**src/consistent_hash_ring_router_unit_macros.svh**
```systemverilog
// Assertion macros for the consistent hash ring router unit.
// Included by files that carry concurrent assertions; no other dependencies.
`ifndef CONSISTENT_HASH_RING_ROUTER_UNIT_MACROS_SVH
`define CONSISTENT_HASH_RING_ROUTER_UNIT_MACROS_SVH
`ifndef SYNTHESIS
`define CHR_ASSERT(label, clk, rst_n, prop, msg) \
    label: assert property (@(posedge clk) disable iff (!rst_n) (prop)) else $error(msg);
`define CHR_ASSERT_NEXT(label, clk, rst_n, pre, post, msg) \
    label: assert property (@(posedge clk) disable iff (!rst_n) (pre) |=> (post)) \
        else $error(msg);
`else
`define CHR_ASSERT(label, clk, rst_n, prop, msg)
`define CHR_ASSERT_NEXT(label, clk, rst_n, pre, post, msg)
`endif
`endif

```
**src/chr_ram.sv**
```systemverilog
// Generic synchronous RAM with one write port and one read port, registered read.
// No dependencies.
module chr_ram #(
    parameter int Width = 8,
    parameter int Depth = 16
) (
    input  logic                     i_clk,
    input  logic                     i_we,
    input  logic [$clog2(Depth)-1:0] i_waddr,
    input  logic [Width-1:0]         i_wdata,
    input  logic [$clog2(Depth)-1:0] i_raddr,
    output logic [Width-1:0]         o_rdata
);
    logic [Width-1:0] r_mem [Depth];

    always_ff @(posedge i_clk) begin
        if (i_we) begin
            r_mem[i_waddr] <= i_wdata;
        end
        o_rdata <= r_mem[i_raddr];
    end
endmodule

```
**config.mk**
```make
export PLATFORM = sky130hd
export DESIGN_NAME = chr_ram
export DESIGN_NICKNAME = d
export VERILOG_FILES = /design/src/consistent_hash_ring_router_unit_macros.svh /design/src/chr_ram.sv
export SDC_FILE = /design/constraint.sdc
export NUM_CORES = 1
export LEC_CHECK = 0
export BUFFER_PORTS_ARGS = -buffer_cell sky130_fd_sc_hd__buf_4
export CAP_MARGIN = 30
export CORE_ASPECT_RATIO = 1.4
export CORE_UTILIZATION = 60
export DETAILED_ROUTE_END_ITERATION = 7
export PLACE_DENSITY = 0.78
export SETUP_SLACK_MARGIN = 0.02
export SYNTH_ARGS = -nofsm -noshare
export SYNTH_HDL_FRONTEND = slang
export SYNTH_SLANG_ARGS = --single-unit
```
**constraint.sdc**
```tcl
create_clock -name i_clk -period 2.5 [get_ports i_clk]
set_clock_uncertainty 0.1 [all_clocks]
set_input_delay 0.25 -clock i_clk [delete_from_list [all_inputs] [get_ports i_clk]]
set_output_delay 0.25 -clock i_clk [all_outputs]
set_load 0.01 [all_outputs]
```
==> metrics.md, run 1 <==
| Metric | Value |
|---|---|
| Crit path max fanout | `8` |
| Cell area after layout | `6040 µm²` |
| Synth cell types | `19` |
| Crit-path leading delay family | `simple AND/OR/NAND/NOR gates` |
| Total die area | `8960 µm²` |
| First-pass DRT Iterations | `5` |
| Post-CTS Hold Buffers | `0` |
| Largest net degree at the start of global routing | `33` |
| Hpwl dp | `5900 µm` |
| Synthesized area | `approximately 5000 µm²` |
| Worst skew pair latency | `0.41 ns` |
| Gr usage total | `26.6%` |
| Final period utilization | `between 60% and 70%` |
| Final setup viols | `0` |
| PostCTS Resize Cnt | `0` |
| Critical path class | `in -> reg` |
| First-pass GRT wire length | `15600 µm` |
| Clk sinks | `136` |
| DIE WIDTH | `80.3 µm` |
| Warnings from Yosys | `0` |
| Post-route ant nets | `0` |
| Core Rows | `39` |
| Register bit total from synthesis | `136` |
| Crit path time final | `approximately 1.6 ns` |
| GPL Wtd Cong | `around 0.8` |
| Top_reg_cell synth | `edfxtp_1` |
| Number of diodes | `0` |
| Max VDD drop | `0.000733 V` |
| LEAKAGE | `0.00206 µW` |
| Number of synthesized flops with an enable pin | `128` |
| Clock network power share | `44.7%` |
| DR iter-0 viols | `248` |
| Seq pwr share | `between 50% and 60%` |
| Ys async rst share | `0%` |
| Worst path buffer plus inverter count | `1` |
| CTS tree | `yes` |
| Worst Setup Start Kind | `primary input` |
| Vias per Instance | `6.40` |
| Layout cells sized above 1 | `between 20% and 30%` |
| Port Buf Inserts | `25` |
| CTS clk-pin slew, worst paths | `0.06 ns` |
| Worst hold path type | `in -> reg` |
| Sequential area share after synthesis | `77.8%` |
| Fmax | `627 MHz` |
| CTS buffer count | `17` |
| Congestion Overflow GR | `0` |
| Initial antenna violation count | `0` |
| Worst Tran Pin Value | `0.807 ns` |
| Worst path slowest cell | `nor2_1` |
| Placed cell areas | `5490 µm²` |
| Fin. max-slew vios | `0` |
| Worst setup EP type | `flip-flop` |
| Initial core utilization | `62.4%` |
| Crit path largest cell delay | `0.64 ns` |
| Mapped Cells | `between 200 and 250` |
| Filler cells | `469` |
| RSZ-0062 raised after global routing | `no` |
| Vias in the first global route | `2641` |
| Core area | `8250 µm²` |
| Dpl ws | `0.488 ns` |
| Area grow syn2layout | `17.3%` |
| P_int | `4110 µW` |
| Switching share of power | `19.4%` |
| Max Cap Viol | `0` |
| Final count of hold timing violations | `0` |
| Net Sw Power | `987 µW` |
| Max transition margin | `46.0%` |
| Setup_tns | `0 ns` |
| Synth Area per Inst | `between 20 and 25 µm²` |
| Syn nets | `247` |
| Setup bufs post-CTS | `0` |
| Logic gate share of total power | `approximately 4.9%` |
| H-tree depth | `4` |
| Status | `complete, no violations` |
| Setup slack after layout | `about 0.91 ns` |
| Power Density | `between 800 and 900 nW/µm²` |
| Routed vias | `2507` |
| Worst path cell trace | `buf_4 > or3b_2 > nor2_1` |
| I/O pins | `26` |
| DIE HEIGHT | `between 100 and 150 µm` |
| CP arrival | `1.52 ns` |
| Data required time of the worst path | `2.43 ns` |
| DRC | `0` |
| Average routed wire per standard cell | `26.0 µm` |
| Root buf cell | `clkbuf_16` |
| Layout Nets | `around 300` |
| Total routed wirelength | `10200 µm` |
| CTS max path bufs | `2` |
-- Yosys cell counts, types with 2 or more instances --
cell	n	share of area (%)
clkdlybuf4s25_2	3	0.58
nand2b_1	2	0.24
dfxtp_1	8	3.1
a22oi_1	16	2.3
mux4_2	18	7.9
buf_2	3	0.29
edfxtp_1	128	75
nor3_1	4	0.39
nand3b_1	2	0.29
nor2_1	13	0.95
nand2_1	9	0.66
mux4_1	14	7.1
buf_6	3	0.66
-- cells in the final DEF, fill, tap and decap left out --
cell type   synthesis  final
edfxtp_1          128    128
buf_4               1     38
mux4_2             18     18
clkbuf_16           0     17
a22oi_1            16     16
mux4_1             14     14
nor2_1             13     13
nand2_1             9      9
dfxtp_1             8      8
clkinv_2            0      6
nor3_1              4      4
clkinv_1            0      3
clkbuf_1            0      3
nand3b_1            2      2
nand2b_1            2      2
bufinv_16           0      2
nor2b_1             1      1
and2_1              1      1
and2b_1             1      1
nand3_1             1      1
or3b_2              1      1
clkinvlp_4          0      1
buf_12              0      1
-- stage by stage --
step           total power, µW  hold slack (ns)  util (%)  std cells
3_5_place_dp              2860            0.458      66.6        360
6_report                  5090           0.0495      73.2        392
5_1_grt                   5230           0.0373      73.2        392
4_1_cts                   5130           0.0323      73.2        392
2_1_floorplan             2740            0.249         -        229
3_3_place_gp              2850            0.453      66.6        360
-- cell families after synthesis --
group / share of synthesized area, %
flops: 77.8
compound gates: 2.33
mux: 15.0
buf+inv: 1.68
simple gates: 3.18
-- power groups by stage --
stage	clock (µW)	sequential, µW	combinational, µW
2_1_floorplan	0	2610	129
3_3_place_gp	0	2610	243
3_5_place_dp	0	2610	250
4_1_cts	2310	2570	254
5_1_grt	2390	2570	272
6_report	2280	2570	251
-- worst register-to-register path, stage by stage (launching register included) --
cell and delay [ns]:
edfxtp_1 0.41, mux4_1 0.53, a22oi_1 0.24, nand2_1 0.07
-- state kept, by name, indices dropped and copies added, names as in the netlist --
name     flops
o_rdata      8
r_mem      128
-- path summary, 6_finish.rpt --
check | start | end | slack (ns) | depth (start not counted)
max | i_waddr[2] | r_mem[1][0]$_DFFE_PP_ | 0.91 | 3
min | i_wdata[6] | r_mem[2][6]$_DFFE_PP_ | 0.05 | 1
max reg2reg | r_mem[0][3]$_DFFE_PP_ | o_rdata[3]$_DFF_P_ | 1.04 | 3
min reg2reg | r_mem[14][2]$_DFFE_PP_ | o_rdata[2]$_DFF_P_ | 0.57 | 3
-- layout make-up --
| cell class | instances | area [µm²] | area share [%] |
|---|---|---|---|
| clock buffer | 20 | 437 | 7.23 |
| tap | 102 | 128 | 2.11 |
| sequential | 136 | 4000 | 66.3 |
| timing repair buffer | 39 | 305 | 5.05 |
| multi-input combinational | 83 | 1060 | 17.5 |
| clock inverter | 12 | 109 | 1.80 |
-- per-layer routing --
| layer | share of wire [%] | vias to the layer above | GRT usage, % |
|---|---|---|---|
| met2 | 54 | 130 | 41.8 |
| met4 | 2.4 | 0 | 12.4 |
| li1 | - | 1071 | - |
| met5 | 0 | - | 0 |
| met1 | 37 | 1287 | 33.7 |
| met3 | 6.6 | 19 | 8.61 |
(Power assumes the default switching activity.)
==> run 2, diff against run 1 <==
--- a/config.mk
+++ b/config.mk
@@ -8,9 +8,9 @@
 export BUFFER_PORTS_ARGS = -buffer_cell sky130_fd_sc_hd__buf_4
 export CAP_MARGIN = 30
 export CORE_ASPECT_RATIO = 1.4
-export CORE_UTILIZATION = 60
+export CORE_UTILIZATION = 54
 export DETAILED_ROUTE_END_ITERATION = 7
-export PLACE_DENSITY = 0.78
+export PLACE_DENSITY = 0.74
 export SETUP_SLACK_MARGIN = 0.02
 export SYNTH_ARGS = -nofsm -noshare
 export SYNTH_HDL_FRONTEND = slang
==> constraint.sdc (replaced) <==
create_clock -name i_clk -period 1.35 [get_ports i_clk]
set_clock_uncertainty 0.1 [all_clocks]
set_input_delay 0.135 -clock i_clk [delete_from_list [all_inputs] [get_ports i_clk]]
set_output_delay 0.135 -clock i_clk [all_outputs]
set_load 0.01 [all_outputs]
==> run 2 against run 1 <==
The run now ends with design-rule violations, negative setup slack left; worst hold slack gained 0.086 ns; global-route usage shrank 2.7 points; critical endpoint is now o_rdata[0]$_DFF_P_; wire length grew 5.4%; register-to-register slack worse by 1.1 ns; via count increased by 4.5%.
==> metrics.md, run 2 (synthesized netlist as in run 1, its figures left out) <==
| Metric | Value |
|---|---|
| GPL Wtd Cong | `0.710` |
| Area grow syn2layout | `24.4%` |
| CTS clk-pin slew, worst paths | `0.06 ns` |
| Initial core utilization | `56.4%` |
| Total power | `9780 µW` |
| GR peak layer | `met2` |
| Utilization after layout | `between 70% and 80%` |
| Switching share of power | `19.8%` |
| Top Registers | `r_mem x128, o_rdata x8` |
| Fmax | `710 MHz` |
| Core area | `~9100 µm²` |
| Worst setup EP type | `flip-flop` |
| Net Sw Power | `1940 µW` |
| Worst Setup Start Kind | `flip-flop` |
| Congestion Overflow GR | `0` |
| RSZ-0062 raised after global routing | `yes` |
| H-tree depth | `4` |
| Initial antenna violation count | `0` |
| Met2 usage in global routing | `40.1%` |
| Setup_tns | `-0.118 ns` |
| Commonest non-fill, non-tap cells in the layout | `edfxtp_1 (128), buf_4 (54), mux4_2 (31)` |
| Final count of hold timing violations | `0` |
| Worst hold path type | `in -> reg` |
| Commonest non-fill, non-tap cell in the layout | `edfxtp_1` |
| Routed vias | `between 2000 and 3000` |
| Final period utilization | `104%` |
| Max VDD drop | `0.00109 V` |
| Worst Tran Pin Value | `1.02 ns` |
| Layout Nets | `323` |
| Power Density | `1530 nW/µm²` |
| Core Rows | `41` |
| Vias in the first global route | `2907` |
| Port Buf Inserts | `25` |
| Post-route insts no fill | `425` |
| Fin. max-slew vios | `0` |
| Worst skew pair latency | `0.41 ns` |
| Gr usage total | `23.9%` |
| I/O pins | `26` |
| Cells after DPL | `385` |
| First-pass GRT wire length | `16400 µm` |
| Critical path class | `reg -> reg` |
| Total die area | `9930 µm²` |
| Status | `complete, but fails checks` |
| CTS tree | `yes` |
| DR iter-0 viols | `216` |
| Layout cells sized above 1 | `43.1%` |
| Setup slack after layout | `-0.0591 ns` |
| Average routed wire per standard cell | `roughly 25 µm` |
| DIE WIDTH | `84.5 µm` |
| Crit path time final | `approximately 1.4 ns` |
| Number of diodes | `0` |
| Max FFs per register | `~130` |
| Min Hold Slack | `~0.14 ns` |
| Met1 Track Usage GR | `28.2%` |
| First-pass DRT Iterations | `6` |
| Reg with most FFs | `r_mem` |
| Clock network power share | `45.5%` |
| Hpwl dp | `6640 µm` |
| Largest net degree at the start of global routing | `19` |
| Data required time of the worst path | `1.54 ns` |
| DRC | `3` |
| DIE HEIGHT | `118 µm` |
| CTS buffer count | `17` |
| Total routed wirelength | `10800 µm` |
| Final setup viols | `4` |
| Clk sinks | `136` |
| Failing checks | `design-rule violations, negative setup slack` |
| CTS max path bufs | `2` |
| Seq pwr share | `about half` |
| Max Cap Viol | `0` |
| P_int | `7840 µW` |
| Met3 usage | `6.45%` |
| Crit path max fanout | `1` |
| Vias per Instance | `6.16` |
| CP arrival | `1.60 ns` |
| Root buf cell | `clkbuf_16` |
| Max transition margin | `between 30% and 40%` |
| Logic gate share of total power | `5.8%` |
| LEAKAGE | `approximately 0.0022 µW` |
| Post-route ant nets | `0` |
[run 2: cell types whose count changed in the layout (fill, tap and decap cells not counted), moves of 4 or more]
cell,change
nor3_1,-4
dlygate4sd3_1,+8
buf_12,+4
mux4_1,-13
a22oi_1,-12
a22oi_2,+12
buf_4,+16
mux4_2,+13
[run 2: power groups by stage]
stage | registers, µW | logic, µW | clock network, µW
CTS | 4760 | 572 | 4490
floorplan | 4840 | 247 | 0
global route | 4770 | 611 | 4650
global placement | 4840 | 499 | 0
detailed placement | 4840 | 517 | 0
finish | 4760 | 571 | 4450
[run 2: area by class of cell]
cell class / count / area, µm²
flip-flops and latches: 136 / 4000
fillers: 561 / 2730
multi-input cells: 83 / 1100
repair buffers: 67 / 586
clock buffers: 23 / 478
well taps: 107 / 134
clock inverters: 9 / 97.6
[run 2: final timing paths]
kind                                        startpoint                     to  slack, ns  cells after the start
worst min-delay path                        i_waddr[1]  r_mem[0][6]$_DFFE_PP_       0.14                      3
worst max register to register  r_mem[10][0]$_DFFE_PP_     o_rdata[0]$_DFF_P_      -0.06                      3
worst max-delay path            r_mem[10][0]$_DFFE_PP_     o_rdata[0]$_DFF_P_      -0.06                      3
worst min register to register  r_mem[12][1]$_DFFE_PP_     o_rdata[1]$_DFF_P_       0.59                      3
[run 2: routing by layer]
layer  vias up  share of wire (%)  routed length, µm
li1       1117                  -                  -
met2       107                 54               5860
met4         0                1.7                181
met3        16                5.6                600
met1      1380                 38               4120
met5         -                  0                  0
[run 2: per-stage QoR]
step	setup WS, ns	instance area, µm²
4_1_cts	-0.0405	6400
2_1_floorplan	-0.0215	5190
6_report	-0.0591	6400
3_5_place_dp	-0.280	5740
5_1_grt	-0.0800	6400
3_3_place_gp	-0.255	5740
[run 2: worst max-delay path, stage by stage (launching register included)]
cell      delay [ns]
edfxtp_1        0.38
mux4_2          0.53
a22oi_2         0.20
nand2_1         0.09
[run 2: timing repair]
item                       CTS  global route
hold buffers                 8             0
pin swaps                   11             4
resized for setup           22             3
setup endpoints to repair    8             8
gates cloned                 0             0
hold endpoints to repair   128             0
setup buffers                0             0
